--- src/llm_pkg.sv ---
// Shared types, constants and helper functions for the LED level meter and chaser.
`default_nettype none

package llm_pkg;

    localparam int ENERGY_W   = 32;
    localparam int VOLUME_W   = 6;
    localparam int MODE_W     = 2;
    localparam int LED_W      = 5;
    localparam int SIL_CNT_W  = 7;
    localparam int PRESCALE_W = 8;
    localparam int STEP_W     = 5;
    localparam int LEVEL_W    = 16;
    localparam int CFG_IDX_W  = 2;
    localparam int CFG_DATA_W = 16;
    localparam int BAR_SHIFT  = 12;
    localparam int DIV_IN_W   = ENERGY_W - BAR_SHIFT;
    localparam int DIVISOR_W  = 4;
    localparam int REM5_W     = 3;
    localparam int BITCNT_W   = 5;
    localparam int S_DATA_W   = 48;
    localparam int M_DATA_W   = 8;

    localparam logic [CFG_IDX_W-1:0] CFG_SILENCE_LEVEL = 2'd0;
    localparam logic [CFG_IDX_W-1:0] CFG_SILENCE_TICKS = 2'd1;
    localparam logic [CFG_IDX_W-1:0] CFG_CHASE_PERIOD  = 2'd2;
    localparam logic [CFG_IDX_W-1:0] CFG_BAR_PERIOD    = 2'd3;

    localparam logic [MODE_W-1:0] MODE_OFF   = 2'd0;
    localparam logic [MODE_W-1:0] MODE_CHASE = 2'd2;

    localparam logic [LEVEL_W-1:0]    SILENCE_LEVEL_RST = 16'd4096;
    localparam logic [SIL_CNT_W-1:0]  SILENCE_TICKS_RST = 7'd100;
    localparam logic [PRESCALE_W-1:0] CHASE_PERIOD_RST  = 8'd50;
    localparam logic [PRESCALE_W-1:0] BAR_PERIOD_RST    = 8'd8;
    localparam logic [SIL_CNT_W-1:0]  SILENCE_CAP       = 7'd110;
    localparam logic [SIL_CNT_W-1:0]  SILENCE_MAX       = 7'd127;
    localparam logic [STEP_W-1:0]     STEP_IDLE         = 5'd20;
    localparam logic [STEP_W-1:0]     STEP_LAST         = 5'd6;
    localparam logic [VOLUME_W-1:0]   VOLUME_LOW        = 6'd10;
    localparam logic [DIVISOR_W-1:0]  DIVISOR_LOW       = 4'd2;
    localparam logic [REM5_W:0]       FIVE              = 4'd5;

    typedef enum logic [2:0] {
        ST_IDLE = 3'b001,
        ST_CALC = 3'b010,
        ST_DONE = 3'b100
    } llm_state_t;

    typedef struct packed {
        logic                 done;
        logic [DIVISOR_W-1:0] count;
    } llm_div_stat_t;

    function automatic logic [LED_W-1:0] chase_pattern(input logic [STEP_W-1:0] step);
        logic [LED_W-1:0] pat;
        begin
            unique case (step)
                5'd0:    pat = 5'b00001;
                5'd1:    pat = 5'b00010;
                5'd2:    pat = 5'b00100;
                5'd3:    pat = 5'b01000;
                5'd4:    pat = 5'b10000;
                5'd5:    pat = 5'b01010;
                5'd6:    pat = 5'b10100;
                default: pat = '0;
            endcase
            return pat;
        end
    endfunction

    // (volume - 1) / 5 + 1 above the low-volume limit, through a reciprocal of 205 / 1024
    function automatic logic [DIVISOR_W-1:0] bar_divisor(input logic [VOLUME_W-1:0] volume);
        logic [VOLUME_W-1:0] vm1;
        logic [13:0]         prod;
        logic [DIVISOR_W-1:0] res;
        begin
            vm1  = volume - 6'd1;
            prod = 14'(vm1) * 14'd205;
            if (volume > VOLUME_LOW)
                res = prod[13:10] + 4'd1;
            else
                res = DIVISOR_LOW;
            return res;
        end
    endfunction

    function automatic logic [LED_W-1:0] bar_mask(input logic [DIVISOR_W-1:0] count);
        logic [LED_W-1:0] mask;
        begin
            unique case (count)
                4'd0:    mask = 5'b00000;
                4'd1:    mask = 5'b00001;
                4'd2:    mask = 5'b00011;
                4'd3:    mask = 5'b00111;
                4'd4:    mask = 5'b01111;
                4'd5:    mask = 5'b11111;
                default: mask = 5'b00000;
            endcase
            return mask;
        end
    endfunction

endpackage

`default_nettype wire

--- src/led_level_meter_chaser_unit.sv ---
// Top level of the LED level meter and chaser: tick handling, state and output register.
//
//  channel  dir  handshake          payload
//  s_*      in   s_tvalid/s_tready  s_tdata: energy, volume, light_mode, standby
//  m_*      out  m_tvalid/m_tready  m_tdata: led_mask
//  cfg_*    in   cfg_we             cfg_addr, cfg_data
//
// A tick without a bar update passes DONE into the output register; a bar update
// also waits in CALC on the bit-serial divide and modulo over the 20 energy bits.
// The next request is taken once the result sits in the output register, even
// while it waits on m_tready. Reset clears all counters but step, and drops m_tvalid.
`default_nettype none

module led_level_meter_chaser_unit (
    input  wire logic                           clk,
    input  wire logic                           rst_n,
    input  wire logic                           s_tvalid,
    output      logic                           s_tready,
    // [31:0] energy, [37:32] volume, [39:38] light_mode, [40] standby, [47:41] zero
    input  wire logic [llm_pkg::S_DATA_W-1:0]   s_tdata,
    output      logic                           m_tvalid,
    input  wire logic                           m_tready,
    // [4:0] led_mask, [7:5] zero
    output      logic [llm_pkg::M_DATA_W-1:0]   m_tdata,
    input  wire logic                           cfg_we,
    input  wire logic [llm_pkg::CFG_IDX_W-1:0]  cfg_addr,
    input  wire logic [llm_pkg::CFG_DATA_W-1:0] cfg_data
);
    import llm_pkg::*;

    llm_state_t            state_reg, state_next;
    logic [LEVEL_W-1:0]    sil_level_reg;
    logic [SIL_CNT_W-1:0]  sil_ticks_reg;
    logic [PRESCALE_W-1:0] chase_period_reg;
    logic [PRESCALE_W-1:0] bar_period_reg;
    logic [SIL_CNT_W-1:0]  sil_cnt_reg, sil_cnt_next;
    logic [PRESCALE_W-1:0] prescale_reg, prescale_next;
    logic [STEP_W-1:0]     step_reg, step_next;
    logic [LED_W-1:0]      led_reg, led_next;
    logic                  out_valid_reg, out_valid_next;
    logic [LED_W-1:0]      out_led_reg, out_led_next;

    logic [ENERGY_W-1:0]   energy;
    logic [VOLUME_W-1:0]   volume;
    logic [MODE_W-1:0]     light_mode;
    logic                  standby;
    logic                  accept;
    logic                  silent;
    logic [SIL_CNT_W-1:0]  cnt_inc;
    logic [SIL_CNT_W-1:0]  cnt_sat;
    logic                  no_signal;
    logic [PRESCALE_W-1:0] pre_inc;
    logic [STEP_W-1:0]     step_inc;
    logic                  div_start;
    llm_div_stat_t         div_stat;

    assign energy     = s_tdata[31:0];
    assign volume     = s_tdata[37:32];
    assign light_mode = s_tdata[39:38];
    assign standby    = s_tdata[40];

    assign s_tready = (state_reg == ST_IDLE);
    assign accept   = s_tvalid && s_tready;

    always_comb
    begin
        silent    = (energy[31:16] == '0) && (energy[15:0] < sil_level_reg);
        cnt_inc   = silent ? ((sil_cnt_reg < SILENCE_MAX) ? sil_cnt_reg + 7'd1 : sil_cnt_reg)
                           : '0;
        cnt_sat   = (cnt_inc > sil_ticks_reg) ? SILENCE_CAP : cnt_inc;
        no_signal = (cnt_sat > sil_ticks_reg);
        pre_inc   = prescale_reg + 8'd1;
        step_inc  = step_reg + 5'd1;

        state_next     = state_reg;
        sil_cnt_next   = sil_cnt_reg;
        prescale_next  = prescale_reg;
        step_next      = step_reg;
        led_next       = led_reg;
        out_valid_next = out_valid_reg && !m_tready;
        out_led_next   = out_led_reg;
        div_start      = 1'b0;

        unique case (state_reg)
            ST_IDLE:
            begin
                if (accept)
                begin
                    sil_cnt_next = cnt_sat;
                    state_next   = ST_DONE;
                    if (light_mode == MODE_OFF || standby)
                    begin
                        led_next = '0;
                    end
                    else if (light_mode == MODE_CHASE || no_signal || volume == '0)
                    begin
                        prescale_next = pre_inc;
                        if (pre_inc > chase_period_reg)
                        begin
                            prescale_next = '0;
                            step_next     = (step_inc > STEP_LAST) ? '0 : step_inc;
                            led_next      = chase_pattern((step_inc > STEP_LAST) ? '0
                                                                                 : step_inc);
                        end
                    end
                    else
                    begin
                        step_next     = STEP_IDLE;
                        prescale_next = pre_inc;
                        if (pre_inc > bar_period_reg)
                        begin
                            prescale_next = '0;
                            div_start     = 1'b1;
                            state_next    = ST_CALC;
                        end
                    end
                end
            end
            ST_CALC:
            begin
                if (div_stat.done)
                begin
                    led_next   = bar_mask(div_stat.count);
                    state_next = ST_DONE;
                end
            end
            ST_DONE:
            begin
                if (!out_valid_reg || m_tready)
                begin
                    out_valid_next = 1'b1;
                    out_led_next   = led_reg;
                    state_next     = ST_IDLE;
                end
            end
            default:
            begin
                state_next = ST_IDLE;
            end
        endcase
    end

    llm_bar_div u_div (
        .clk     (clk),
        .rst_n   (rst_n),
        .start   (div_start),
        .x       (energy[ENERGY_W-1:BAR_SHIFT]),
        .divisor (bar_divisor(volume)),
        .stat    (div_stat)
    );

    always_ff @(posedge clk or negedge rst_n)
    begin
        if (!rst_n)
        begin
            state_reg        <= ST_IDLE;
            sil_level_reg    <= SILENCE_LEVEL_RST;
            sil_ticks_reg    <= SILENCE_TICKS_RST;
            chase_period_reg <= CHASE_PERIOD_RST;
            bar_period_reg   <= BAR_PERIOD_RST;
            sil_cnt_reg      <= '0;
            prescale_reg     <= '0;
            step_reg         <= STEP_IDLE;
            led_reg          <= '0;
            out_valid_reg    <= 1'b0;
        end
        else
        begin
            state_reg     <= state_next;
            sil_cnt_reg   <= sil_cnt_next;
            prescale_reg  <= prescale_next;
            step_reg      <= step_next;
            led_reg       <= led_next;
            out_valid_reg <= out_valid_next;
            if (cfg_we)
            begin
                unique case (cfg_addr)
                    CFG_SILENCE_LEVEL: sil_level_reg    <= cfg_data;
                    CFG_SILENCE_TICKS: sil_ticks_reg    <= cfg_data[SIL_CNT_W-1:0];
                    CFG_CHASE_PERIOD:  chase_period_reg <= cfg_data[PRESCALE_W-1:0];
                    CFG_BAR_PERIOD:    bar_period_reg   <= cfg_data[PRESCALE_W-1:0];
                    default:           ;
                endcase
            end
        end
    end

    always_ff @(posedge clk)
    begin
        out_led_reg <= out_led_next;
    end

    assign m_tvalid = out_valid_reg;
    assign m_tdata  = {(M_DATA_W - LED_W)'(0), out_led_reg};

    a_accept_leaves_idle: assert property (@(posedge clk) disable iff (!rst_n)
        accept |=> state_reg != ST_IDLE)
        else $error("request taken but block stayed idle");

    a_div_done_in_calc: assert property (@(posedge clk) disable iff (!rst_n)
        div_stat.done |-> state_reg == ST_CALC)
        else $error("divider finished outside the bar calculation");

    a_step_range: assert property (@(posedge clk) disable iff (!rst_n)
        step_reg <= STEP_LAST || step_reg == STEP_IDLE)
        else $error("chase step out of range");

    a_load_on_done: assert property (@(posedge clk) disable iff (!rst_n)
        state_reg == ST_DONE && (!out_valid_reg || m_tready) |=> m_tvalid)
        else $error("result not presented after completion");

endmodule

`default_nettype wire

--- src/llm_bar_div.sv ---
// Bit-serial divide by five and, in the same pass, modulo of the quotient, one bit per cycle.
`default_nettype none

module llm_bar_div (
    input  wire logic                            clk,
    input  wire logic                            rst_n,
    input  wire logic                            start,
    input  wire logic [llm_pkg::DIV_IN_W-1:0]    x,
    input  wire logic [llm_pkg::DIVISOR_W-1:0]   divisor,
    output llm_pkg::llm_div_stat_t               stat
);
    import llm_pkg::*;

    logic [DIV_IN_W-1:0]  shift_reg, shift_next;
    logic [BITCNT_W-1:0]  cnt_reg, cnt_next;
    logic [REM5_W-1:0]    r5_reg, r5_next;
    logic [DIVISOR_W-1:0] rd_reg, rd_next;
    logic [DIVISOR_W-1:0] div_reg, div_next;
    logic                 busy_reg, busy_next;
    logic                 done_reg, done_next;

    logic [REM5_W:0]      t5;
    logic                 qbit;
    logic [DIVISOR_W:0]   td;

    always_comb
    begin
        t5   = {r5_reg, shift_reg[DIV_IN_W-1]};
        qbit = (t5 >= FIVE);
        td   = {rd_reg, qbit};

        shift_next = shift_reg;
        cnt_next   = cnt_reg;
        r5_next    = r5_reg;
        rd_next    = rd_reg;
        div_next   = div_reg;
        busy_next  = busy_reg;
        done_next  = 1'b0;

        if (start)
        begin
            shift_next = x;
            cnt_next   = '0;
            r5_next    = '0;
            rd_next    = '0;
            div_next   = divisor;
            busy_next  = 1'b1;
        end
        else if (busy_reg)
        begin
            shift_next = {shift_reg[DIV_IN_W-2:0], 1'b0};
            r5_next    = qbit ? REM5_W'(t5 - FIVE) : t5[REM5_W-1:0];
            rd_next    = (td >= {1'b0, div_reg}) ? DIVISOR_W'(td - {1'b0, div_reg})
                                                 : td[DIVISOR_W-1:0];
            cnt_next   = cnt_reg + 5'd1;
            if (cnt_reg == BITCNT_W'(DIV_IN_W - 1))
            begin
                busy_next = 1'b0;
                done_next = 1'b1;
            end
        end
    end

    always_ff @(posedge clk or negedge rst_n)
    begin
        if (!rst_n)
        begin
            busy_reg <= 1'b0;
            done_reg <= 1'b0;
            cnt_reg  <= '0;
        end
        else
        begin
            busy_reg <= busy_next;
            done_reg <= done_next;
            cnt_reg  <= cnt_next;
        end
    end

    always_ff @(posedge clk)
    begin
        shift_reg <= shift_next;
        r5_reg    <= r5_next;
        rd_reg    <= rd_next;
        div_reg   <= div_next;
    end

    assign stat.done  = done_reg;
    assign stat.count = rd_reg;

    a_rem5_range: assert property (@(posedge clk) disable iff (!rst_n)
        busy_reg && !start |=> r5_reg < REM5_W'(5))
        else $error("divide-by-five remainder out of range");

    a_remd_range: assert property (@(posedge clk) disable iff (!rst_n)
        busy_reg && !start |=> rd_reg < div_reg)
        else $error("modulo remainder not below divisor");

    a_done_after_busy: assert property (@(posedge clk) disable iff (!rst_n)
        done_reg |-> $past(busy_reg) && !busy_reg)
        else $error("done without a finished pass");

endmodule

`default_nettype wire
--- config.mk ---
export PLATFORM = sky130hd
export DESIGN_NAME = led_level_meter_chaser_unit
export DESIGN_NICKNAME = d
export VERILOG_FILES = /design/src/llm_pkg.sv /design/src/led_level_meter_chaser_unit.sv /design/src/llm_bar_div.sv
export SDC_FILE = /design/constraint.sdc
export NUM_CORES = 1
export LEC_CHECK = 0
export BUFFER_PORTS_ARGS = -buffer_cell sky130_fd_sc_hd__buf_2
export CORE_AREA = 2 2 147 149
export DETAILED_ROUTE_END_ITERATION = 6
export DIE_AREA = 0 0 149 151
export SLEW_MARGIN = 20
export SYNTH_ARGS = -nofsm -noshare
export SYNTH_HDL_FRONTEND = slang
export SYNTH_SLANG_ARGS = --single-unit
--- constraint.sdc ---
create_clock -name clk -period 4.51 [get_ports clk]
set_input_delay 0.451 -clock clk [delete_from_list [all_inputs] [get_ports clk]]
set_output_delay 0.451 -clock clk [all_outputs]
set_load 0.005 [all_outputs]
* Word-level counts from Yosys, hierarchy flattened
Cells that the tools add are included.
** Storage, ports and cells
- Register bits :: 111
- Bits in latches :: 0
- RAM bits :: 0
- Bits in read-only memories :: 0
- Input bits :: 71
- Word-level logic and storage cells :: 132
- Memories kept :: 0
** Operators by class
- $add $sub $neg :: 8
- $mul :: 1
- Div/mod/pow operators :: 0
- Magnitude comparators :: 10
- Equality and inequality tests :: 25
- Shift operators :: 0
- Muxes and demuxes :: 43
- Bitwise logic cells :: 1
- Reductions and logical operators :: 26
** Operators with widths (number)
- two-way mux 5 bit :: 10
- two-way mux 20 bit :: 2
- case mux 5 bit (7 select lines) :: 1
- case mux 5 bit (5 select lines) :: 1
- two-way mux 8 bit :: 3
- two-way mux 3 bit :: 7
- two-way mux 7 bit :: 3
- greater-than comparator 8 bit :: 2
- zero test 16 bit :: 1
- less-than comparator 16 bit :: 1
- == test 5 x 3 -> 1 bit (second input constant) :: 3
- greater-than comparator 7 bit :: 2
- multiplier 6 x 8 -> 14 bit (second input constant) :: 1
- two-way mux 1 bit :: 13
- AND reduction 2 bit :: 6
- adder 5 x 1 -> 5 bit (second input constant) :: 2
- == test 5 x 2 -> 1 bit (second input constant) :: 2
- case mux 5 bit (2 select lines) :: 1
- case mux 3 bit (3 select lines) :: 1
- adder 8 x 1 -> 8 bit (second input constant) :: 1
- == test 4 x 2 -> 1 bit (second input constant) :: 2
- == test 4 x 3 -> 1 bit (second input constant) :: 2
- adder 7 x 1 -> 7 bit (second input constant) :: 1
- less-than comparator 7 bit (second input constant) :: 1
- other kinds (31) :: 45

* Longest topological paths before layout
Gate-level depths: netlist of the first run.
- Depth in word-level cells :: 13
- Mapped depth :: 26
- Depth with buffers taken out :: 24

* By module
From an unflattened synthesis of the first run, not the netlist that was laid out.
** Second synthesis, totals
- Cells, all modules :: 715
- Area total of the unflattened synthesis :: 7179.4 µm²
** By module, submodules not included
- led_level_meter_chaser_unit :: instances 1, cells each 574, area an instance 5400.2 µm²
- llm_bar_div :: instances 1, cells each 141, area an instance 1779.2 µm²

* Worst setup path after synthesis of the first run
Ideal clock, no wire load.
- Path kind :: input port to flip-flop
- From :: in s_tdata[2] (netlist name)
- To :: reg u_div.shift_reg[0], enable pin
- Setup time :: 0.346 ns
- Arrival :: 4.732 ns
- Required time :: 4.164 ns
- Setup slack :: -0.568 ns
- Stages :: 23
- Cells stage by stage :: ha_1 a21oi_1 o21ai_0 a41oi_1 o21ai_0 and2_1 nor3b_1 ha_1 nor2b_1 o21a_1 o21bai_1 a31o_2 clkbuf_1 nand2_1 nor3_1 ha_1 o211ai_1 a21oi_1 nor4_1 o21ai_2 nor3_4 buf_4 or2_2
** Between the ends
- Cells in the longest elaborated chain, start to end :: 13
** RTL lines
- from (decl) :: RTL line led_level_meter_chaser_unit.sv:20 : input wire logic [llm_pkg::S_DATA_W-1:0] s_tdata,
- less-than comparator 16 bit * :: RTL line led_level_meter_chaser_unit.sv:67 : silent = (energy[31:16] == '0) && (energy[15:0] < sil_level_reg);
- logical AND 1 bit * :: RTL line led_level_meter_chaser_unit.sv:67
- two-way mux 7 bit * :: RTL line led_level_meter_chaser_unit.sv:68 : cnt_inc = silent ? ((sil_cnt_reg < SILENCE_MAX) ? sil_cnt_reg + 7'd1 : sil_cnt_reg)
- greater-than comparator 7 bit :: RTL line led_level_meter_chaser_unit.sv:70 : cnt_sat = (cnt_inc > sil_ticks_reg) ? SILENCE_CAP : cnt_inc;
- two-way mux 7 bit * :: RTL line led_level_meter_chaser_unit.sv:70
- net cnt_sat[4] :: RTL line led_level_meter_chaser_unit.sv:50 : logic [SIL_CNT_W-1:0] cnt_sat;
- greater-than comparator 7 bit * :: RTL line led_level_meter_chaser_unit.sv:71 : no_signal = (cnt_sat > sil_ticks_reg);
- logical OR 1 bit * (2 in series) :: RTL line led_level_meter_chaser_unit.sv:95 : else if (light_mode == MODE_CHASE || no_signal || volume == '0)
- two-way mux 1 bit * :: RTL line led_level_meter_chaser_unit.sv:95
- two-way mux 1 bit * :: RTL line led_level_meter_chaser_unit.sv:91 : if (light_mode == MODE_OFF || standby)
- two-way mux 1 bit * :: RTL line led_level_meter_chaser_unit.sv:87 : if (accept)
- two-way mux 1 bit * :: RTL line led_level_meter_chaser_unit.sv:84 : unique case (state_reg)
- nonzero test 2 bit (no source line) *
- to (signal assigned) :: RTL line llm_bar_div.sv:82 : shift_reg <= shift_next;
- to (decl) :: RTL line llm_bar_div.sv:14 : logic [DIV_IN_W-1:0] shift_reg, shift_next;
Mark *: on every way through the listed nets, which the timed path passes. The rest lies on a longest branch.
A chain may end at the register's enable or synchronous reset.

* Final worst setup path of the first run
- From :: reg sil_level_reg[12]
- To :: reg sil_cnt_reg[3]
** Between the ends
- Cells in the longest elaborated chain, start to end :: 5
** RTL lines
- from (decl) :: RTL line led_level_meter_chaser_unit.sv:32 : logic [LEVEL_W-1:0] sil_level_reg;
- from (signal assigned) :: RTL line led_level_meter_chaser_unit.sv:178 : CFG_SILENCE_LEVEL: sil_level_reg <= cfg_data;
- less-than comparator 16 bit * :: RTL line led_level_meter_chaser_unit.sv:67
- logical AND 1 bit * :: RTL line led_level_meter_chaser_unit.sv:67
- two-way mux 7 bit * :: RTL line led_level_meter_chaser_unit.sv:68
- greater-than comparator 7 bit :: RTL line led_level_meter_chaser_unit.sv:70
- two-way mux 7 bit * :: RTL line led_level_meter_chaser_unit.sv:70
- to (signal assigned) :: RTL line led_level_meter_chaser_unit.sv:170 : sil_cnt_reg <= sil_cnt_next;
- to (decl) :: RTL line led_level_meter_chaser_unit.sv:36 : logic [SIL_CNT_W-1:0] sil_cnt_reg, sil_cnt_next;
Every way passes the cells marked *; elsewhere a longest branch is shown, timed or not.

==> results of run 1 <==
## per-stage QoR
stage	power, mW	cells	TNS (ps)	area (sq um)	util
6_report	4.07	1176	-15680	9600	0.461
5_1_grt	4.39	1176	-31980	9600	0.461
4_1_cts	4.03	1174	-9900	9380	0.450
3_5_place_dp	2.99	1110	-38960	8390	0.403
3_3_place_gp	2.96	1110	-32970	8390	0.403
2_1_floorplan	2.59	718	-11780	7310	-
## routing by layer
layer  vias up  GRT usage  part of all wire
met4         0     0.0395             0.018
met1      2781      0.190              0.44
met3        22     0.0259             0.024
met5         -          0                 0
li1       2896          -                 -
met2        84      0.273              0.52
## kinds of logic after synthesis
kind of cell / after synthesis / synth area share
other: 1 / 0.000524
buffers and inverters: 92 / 0.0517
adder cells (fa/ha/maj): 89 / 0.163
XOR/XNOR: 24 / 0.0294
flip-flops: 111 / 0.405
multiplexers: 56 / 0.0870
AND/OR/NAND/NOR: 204 / 0.143
AO/OA/AOI/OAI: 139 / 0.120
## worst max-delay path: cells and delay by family, from the launching register on
family,cells,cell delay (ps)
buf+inv,25,2870
flops,1,530
compound gates,3,590
fa+ha+maj,1,250
simple gates,3,480
## worst max-delay path by stage
| stage | endpoint | startpoint | slack (ps) |
|---|---|---|---|
| 3_3_place_gp | u_div.shift_reg[9] | s_tdata[24] | -550 |
| 3_5_place_dp | u_div.shift_reg[9] | s_tdata[15] | -630 |
| 4_1_cts | u_div.shift_reg[14] | sil_level_reg[12] | -240 |
| 2_1_floorplan | u_div.shift_reg[10] | s_tdata[15] | -330 |
| 5_1_grt | u_div.shift_reg[14] | sil_level_reg[12] | -530 |
| 6_report | sil_cnt_reg[3] | sil_level_reg[12] | -360 |
## synthesized netlist by cell type (all sizes together), types with 11 or more instances
cell type	n
nor2	43
edfxtp	29
inv	75
nand3	24
xor2	12
nand2	63
mux2	50
a21oi	36
o21ai	49
nor3	12
xnor2	12
dfstp	11
ha	82
dfrtp	64
## layout make-up
class,instances,area [sq um]
fillers,1969,11200
multi-input cells,518,4340
flip-flops and latches,111,2900
repair buffers,181,1390
well taps,275,344
inverters,75,282
clock buffers,9,225
clock inverters,7,119
## power by group through the flow
stage,logic (mW),clock network [mW],registers [mW]
floorplan,1.11,0,1.47
global placement,1.40,0,1.55
detailed placement,1.44,0,1.55
CTS,1.53,0.953,1.55
global route,1.82,0.982,1.59
finish,1.59,0.922,1.55
## what timing repair did
action / in CTS / in global routing
cloned: 7 / 0
endpoints found under the setup margin: 77 / 80
buffers inserted: 43 / 3
hold endpoints to repair: 0 / 0
pin swaps: 26 / 5
gates resized for setup: 56 / 50
==> impl_metrics.ini, run 1 <==
[status]
status = complete, but fails checks
violations = negative setup slack

[logic_synthesis]
synth_ff_type = dfrtp_1
yosysWarnings = 0
avgSynthCellArea_sq_um = 10.0
yosysSeqAreaShare = 0.405
synthCells = 716
synth_top_area_cell = dfrtp_1
synth_area_sq_um = 7160
synth_edf_count = 29
async_reset_ff_frac = 0.676
yosys.area.top_type_share = 0.224
ys_ff_latch = 111
ys_types = 63
synthTopCellsByArea = dfrtp_1 22%, ha_1 14%, edfxtp_1 12%, mux2_2 7.9%, dfstp_2 4.0%

[pwr]
power.internal_mw = 2.67
power_density_nw_per_um2 = 423
pwr-share-clk = 0.227
p_leak_nw = 4.43
p_comb_frac = 0.392
peakVddDrop_mv = 0.237
seq_power_share = 0.382
p_sw_mw = 1.39
p_sw_frac = 0.342

[route]
firstDrtPassIters = 4
viasPerCell = 4.92
finalWirelength_um = 16800
dr.first_iter.drc_count = 206
routed_wire_length_per_instance_um = 14.3
via_count = 5783
drc = 0
drtAntennaViolNets = 0

[clock_tree]
clkTransAtPathRegs_ps = 80
cts_root_buf = clkbuf_16
tritoncts = done
numCtsBuffers = 9
cts-hold-fix-buffers = 0
cts.htree.levels = 3
clock_sinks = 111
clockBufferDepth = 2
clkLatencyLatePin_ps = 360

[finish]
largest_reg_flops = 20
diodes = 0
final_common_cell = buf_4
drive_gt1_frac = 0.367
mostFrequentLayoutCells = 84 x buf_4, 73 x ha_1, 71 x inv_1, 69 x buf_2, 64 x dfrtp_1
final_nets = 1056
area.growth.synth_to_final_pct = 34.1

[timing]
rsz0062_at_grt = true
setup_ws_ps = -361
hold_ws_ps = 238
post-route-period-util = 1.08
setup_violations = 75
max_slew_margin = 0.359
slew_viol_final = 0
min_period_ps = 4870
skew_ps = 14.3
tightest_slew_ps = 962
max_freq_ghz = 0.205
hold_violations = 0

[global_route]
overflow = 0
grt_max_degree = 76
track_usage = 0.152
grt_pass1_wl_um = 27400
grt_pass1_vias = 5687
antenna_found_initial = 0

[worst_setup_path]
cp_slowest_cell = dfstp_2
path_class = reg -> reg
crit_path_start_kind = register
worstReg2RegStart = sil_level_reg[12]
reg2reg_depth = 32
arrival_ps = 5110
critPathMaxFanout = 5
r2r-end = sil_cnt_reg[3]
reg2reg_slack_ps = -360
crit_top_cell = buf_4
crit_path_end_kind = register
cp_slowest_stage_delay_ps = 530
required_ps = 4750

[place]
hpwl_um = 11500
place_ws_ps = -628
io_buffers = 70
gp_congestion = 0.799

[floorplanning]
dieWidth_um = 149
placementRows = 53
io_pins = 81
initial_core_util = 0.344
fp.dieH_um = 151
core_area_sq_um = 20800
die_area_sq_um = 22500

[run]
drv_cap = 0

[min_path]
hold_class = in -> async
(Power assumes the default switching activity.)
==> run 2, diff against run 1 <==
Settings changed: ABC_AREA set to 1.
==> run 2 against run 1 <==
Effect of this change:
- the flow now finishes without violations
- total power down 1.0%
- sequential share of layout area increased by 4.8 points
- flip-flop and latch count did not move
- via count shrank 0.81%
- global-route usage fell by 1.3 points
- design area down 14%
- setup slack better by 810 ps
- largest cell class unchanged
==> impl_metrics.ini, run 2 <==
[status]
status = completed

[clock_tree]
tritoncts = done
numCtsBuffers = 9
cts.htree.levels = 3
clock_sinks = 111
clkLatencyLatePin_ps = 350
cts-hold-fix-buffers = 0
clkTransAtPathRegs_ps = 70
clockBufferDepth = 2
post_cts_buffers = 0
cts_root_buf = clkbuf_16

[floorplanning]
core_area_sq_um = 20800
dieWidth_um = 149
initial_core_util = 0.348
die_area_sq_um = 22500
io_pins = 81
placementRows = 53
fp.dieH_um = 151

[place]
place_area_sq_um = 7930
io_buffers = 70
hpwl_um = 11100
dp.cells = 1240
place_ws_ps = 98.4
gp_congestion = 0.812

[logic_synthesis]
synth_area_sq_um = 7250
yosysWarnings = 0
synth_edf_count = 29
avgSynthCellArea_sq_um = 8.03
yosysSeqAreaShare = 0.400
synth_top_area_cell = dfrtp_1
ys_types = 45
ys_ff_latch = 111
async_reset_ff_frac = 0.676
synthCells = 902
yosys.area.top_type_share = 0.221
yosys.cell_count.top_type = nand2_1
synth_common_cells = 252 x nand2_1, 137 x inv_1, 82 x ha_1
synthTopCellsByArea = dfrtp_1 22%, ha_1 14%, nand2_1 13%, edfxtp_1 12%, inv_1 7.1%
synth_ff_type = dfrtp_1

[finish]
final_nets = 1136
mostFrequentLayoutCells = 250 x nand2_1, 137 x inv_1, 82 x ha_1, 69 x buf_2, 64 x dfrtp_1
drive_gt1_frac = 0.128
finish.utilization = 0.397
final_common_cell = nand2_1
finalNonFillerCells = 1256
area.growth.synth_to_final_pct = 14.2
diodes = 0
nFillCells = 2149
design_area_sq_um = 8270
largest_reg_flops = 20

[route]
firstDrtPassIters = 4
top_layer_used = met4
drtAntennaViolNets = 0
finalWirelength_um = 14400
drc = 0
dr.first_iter.drc_count = 212
wl_met3_um = 364
m1WireLength_um = 6930
wl_met2_um = 6870
routed_wire_length_per_instance_um = 11.4
via_count = 5736
viasPerCell = 4.57

[global_route]
overflow = 0
grt_pass1_wl_um = 25400
antenna_found_initial = 0
track_usage = 0.139
grt_pass1_vias = 5578
grt_max_degree = 76

[worst_setup_path]
crit_buf_inv = 7
crit_top_cell = inv_1
reg2reg_depth = 26
r2r-end = u_div.shift_reg[13]
worstReg2RegStart = sil_level_reg[12]
cp_slowest_stage_delay_ps = 520
crit_path_end_kind = register
critPathMaxFanout = 22
crit_family = simple AND/OR/NAND/NOR gates
cp_slowest_cell = dfstp_2
required_ps = 4570
crit_path_start_kind = register
path_class = reg -> reg
arrival_ps = 4120
reg2reg_slack_ps = 450

[pwr]
finalPower_mw = 4.03
peakVddDrop_mv = 0.217
power_density_nw_per_um2 = 486
p_leak_nw = 4.41

[timing]
setup_violations = 0
rsz0062_at_grt = false
min_period_ps = 4060
skew_ps = 7.15
post-route-period-util = 0.900
max_freq_ghz = 0.246
tightest_slew_ps = 964
slew_viol_final = 0
hold_violations = 0
fin_tns_setup_ps = 0
max_slew_margin = 0.357
setup_ws_ps = 452
hold_ws_ps = 219

[run]
drv_cap = 0

[min_path]
hold_class = in -> async
[run 2: cell count changes in the layout (fill, tap and decap cells not counted), moves of 10 or more]
cell	change
o21ai_0	+24
nor2_1	+25
mux2_4	-21
nand2_1	+192
a21oi_1	+14
inv_1	+66
buf_4	-78
mux2_2	-29
xnor2_1	-10
buf_6	-19
[run 2: timing repair]
| action | in CTS | in global routing |
|---|---|---|
| endpoints found under the hold margin | 0 | 0 |
| endpoints found under the setup margin | 0 | 68 |
| gates resized for setup | 0 | 7 |
[run 2: final cells by class]
type                    instances  area (sq um)  area share
clock inverters                 4          50.0     0.00605
inverters                     140           527      0.0637
multi-input cells             636          3740       0.452
clock buffers                  12           268      0.0324
well taps                     275           344      0.0416
repair buffers                 78           442      0.0534
flip-flops and latches        111          2900       0.351
[run 2: kinds of logic (layout without fill, tap and decap cells)]
kind of cell / after synthesis / after routing / synth area share
AO/OA/AOI/OAI: 126 / 126 / 0.0912
buffers and inverters: 157 / 234 / 0.0870
flip-flops: 111 / 111 / 0.400
XOR/XNOR: 22 / 22 / 0.0266
adder cells (fa/ha/maj): 89 / 89 / 0.161
AND/OR/NAND/NOR: 396 / 396 / 0.233
other: 1 / 3 / 0.000517
[run 2: routing by layer]
metal	vias to the layer above	GRT usage
li1	3051	-
met1	2611	0.181
met2	61	0.239
met3	13	0.0226
met4	0	0.0400
met5	-	0
[run 2: power breakdown]
group / switching, mW / total, mW / internal (mW)
logic: 0.939 / 1.57 / 0.628
clock network: 0.362 / 0.843 / 0.481
registers: 0.200 / 1.62 / 1.42
total: 1.50 / 4.03 / 2.52
[run 2: worst max-delay path by stage]
stage                 startpoint                  end  slack [ps]  cells after the start
2_1_floorplan        s_tdata[15]   u_div.shift_reg[0]         300                     25
3_3_place_gp          s_tdata[1]   u_div.shift_reg[9]         100                     28
3_5_place_dp          s_tdata[1]   u_div.shift_reg[1]         100                     28
4_1_cts         sil_level_reg[3]   u_div.shift_reg[1]         270                     28
5_1_grt         sil_level_reg[1]  u_div.shift_reg[14]          20                     27
6_report       sil_level_reg[12]  u_div.shift_reg[13]         450                     26
==> run 3, diff against run 2 <==
Settings changed: GPL_ROUTABILITY_DRIVEN set to 0, MAX_ROUTING_LAYER set to met4.
==> run 3 against run 2 <==
Effect of this change:
- combinational power barely moved
- global-route usage up 0.41 points
- via count is 0.30% higher
- worst hold slack lost 3.6 ps
- largest cell class unchanged
- total power hardly changed
- clock power about the same
- sequential power about the same
- register-to-register slack about the same
- critical endpoint is now u_div.shift_reg[19]
==> impl_metrics.ini, run 3 (same netlist as run 2, synthesis figures left out) <==
[status]
status = completed

[route]
drtAntennaViolNets = 0
routed_wire_length_per_instance_um = 11.4
drc = 0
viasPerCell = 4.58
finalWirelength_um = 14300
dr.first_iter.drc_count = 234
via_count = 5753
firstDrtPassIters = 4

[clock_tree]
numCtsBuffers = 9
cts_root_buf = clkbuf_16
cts.htree.levels = 3
tritoncts = done
clock_sinks = 111
clkTransAtPathRegs_ps = 70
clockBufferDepth = 2
post_cts_buffers = 0
cts-hold-fix-buffers = 0
clkLatencyLatePin_ps = 360

[finish]
finalNonFillerCells = 1256
largest_reg_flops = 20
final_nets = 1136
final_common_cell = nand2_1
drive_gt1_frac = 0.128
mostFrequentLayoutCells = 250 x nand2_1, 137 x inv_1, 82 x ha_1, 69 x buf_2, 64 x dfrtp_1
diodes = 0
finish.utilization = 0.397
area.growth.synth_to_final_pct = 14.2

[floorplanning]
placementRows = 53
dieWidth_um = 149
die_area_sq_um = 22500
core_area_sq_um = 20800
fp.dieH_um = 151
initial_core_util = 0.348
io_pins = 81

[global_route]
track_usage = 0.143
grt_pass1_wl_um = 25400
grt_pass1_vias = 5578
antenna_found_initial = 0
overflow = 0
grt_max_degree = 76

[timing]
max_freq_ghz = 0.246
rsz0062_at_grt = false
max_slew_margin = 0.357
min_period_ps = 4060
setup_violations = 0
slew_viol_final = 0
skew_ps = 9.68
fin_tns_setup_ps = 0
tightest_slew_ps = 965
hold_violations = 0
post-route-period-util = 0.901
setup_ws_ps = 448

[worst_setup_path]
crit_path_start_kind = register
crit_path_end_kind = register
path_class = reg -> reg
arrival_ps = 4120
critPathMaxFanout = 22
required_ps = 4570

[run]
drv_cap = 0

[place]
io_buffers = 70
place_ws_ps = 98.4
dp.cells = 1240
hpwl_um = 11100

[min_path]
hold_class = in -> async

[pwr]
peakVddDrop_mv = 0.216
finalPower_mw = 4.03
p_leak_nw = 4.41
power_density_nw_per_um2 = 487
[run 3: cell counts in the layout (fill, tap and decap cells not counted)]
Identical to the previous run, type by type.
[run 3: area by class of cell]
cell class	count	area, sq um
sequential	111	2900
tap	275	344
inverter	140	527
clock inverter	4	50.0
multi-input combinational	636	3740
timing repair buffer	78	442
clock buffer	12	268
fill	2149	12500
[run 3: timing repair]
action,4_1_cts,5_1_grt
endpoints found under the hold margin,0,0
setup endpoints to repair,0,68
resized for setup,0,7
[run 3: worst paths after layout]
path	from	endpoint	slack [ps]	cells past startpoint
worst max-delay path	sil_level_reg[12]	u_div.shift_reg[19]	450	26
min in group clk	m_tready	m_tvalid	310	2
worst min register to register	led_reg[0]	out_led_reg[0]	460	0
worst min-delay path	rst_n	sil_level_reg[4]	220	1
max in group asynchronous	rst_n	sil_level_reg[15]	3640	1
worst max register to register	sil_level_reg[12]	u_div.shift_reg[19]	450	26
[run 3: critical path, cell delays in order, from the launching register on]
cell and delay, ps:
dfstp_2 520, inv_1 50, ha_1 260, nand3_1 120, inv_1 50, a21oi_1 130, buf_4 150, nand3_2 120
nor2_2 160, inv_1 60, ha_1 160, o21ai_0 140, nand2_1 70, o211ai_1 100, nand2_2 150, nor3b_2 180
ha_1 290, nand2_1 60, inv_1 40, o21bai_1 130, nand3_1 90, nand2_1 80, nand2_2 80, inv_1 130
nand3_4 120, nand2_1 140, buf_12 180
[run 3: metal layers]
metal / share of wire / vias up / global-route usage
met5: 0 / - / -
met4: 0.011 / 0 / 0.0357
met3: 0.027 / 10 / 0.0262
met2: 0.48 / 72 / 0.240
met1: 0.48 / 2616 / 0.179
li1: - / 3055 / -
[run 3: per-stage QoR]
stage	hold slack (ps)	cell area, sq um
floorplan	155	7250
CTS	276	8250
global placement	439	7930
detailed placement	440	7930
finish	215	8270
global route	309	8270
[run 3: power breakdown]
part | internal [mW] | switching [mW]
Sequential | 1.42 | 0.201
Combinational | 0.628 | 0.940
Clock | 0.481 | 0.363
Total | 2.52 | 1.50
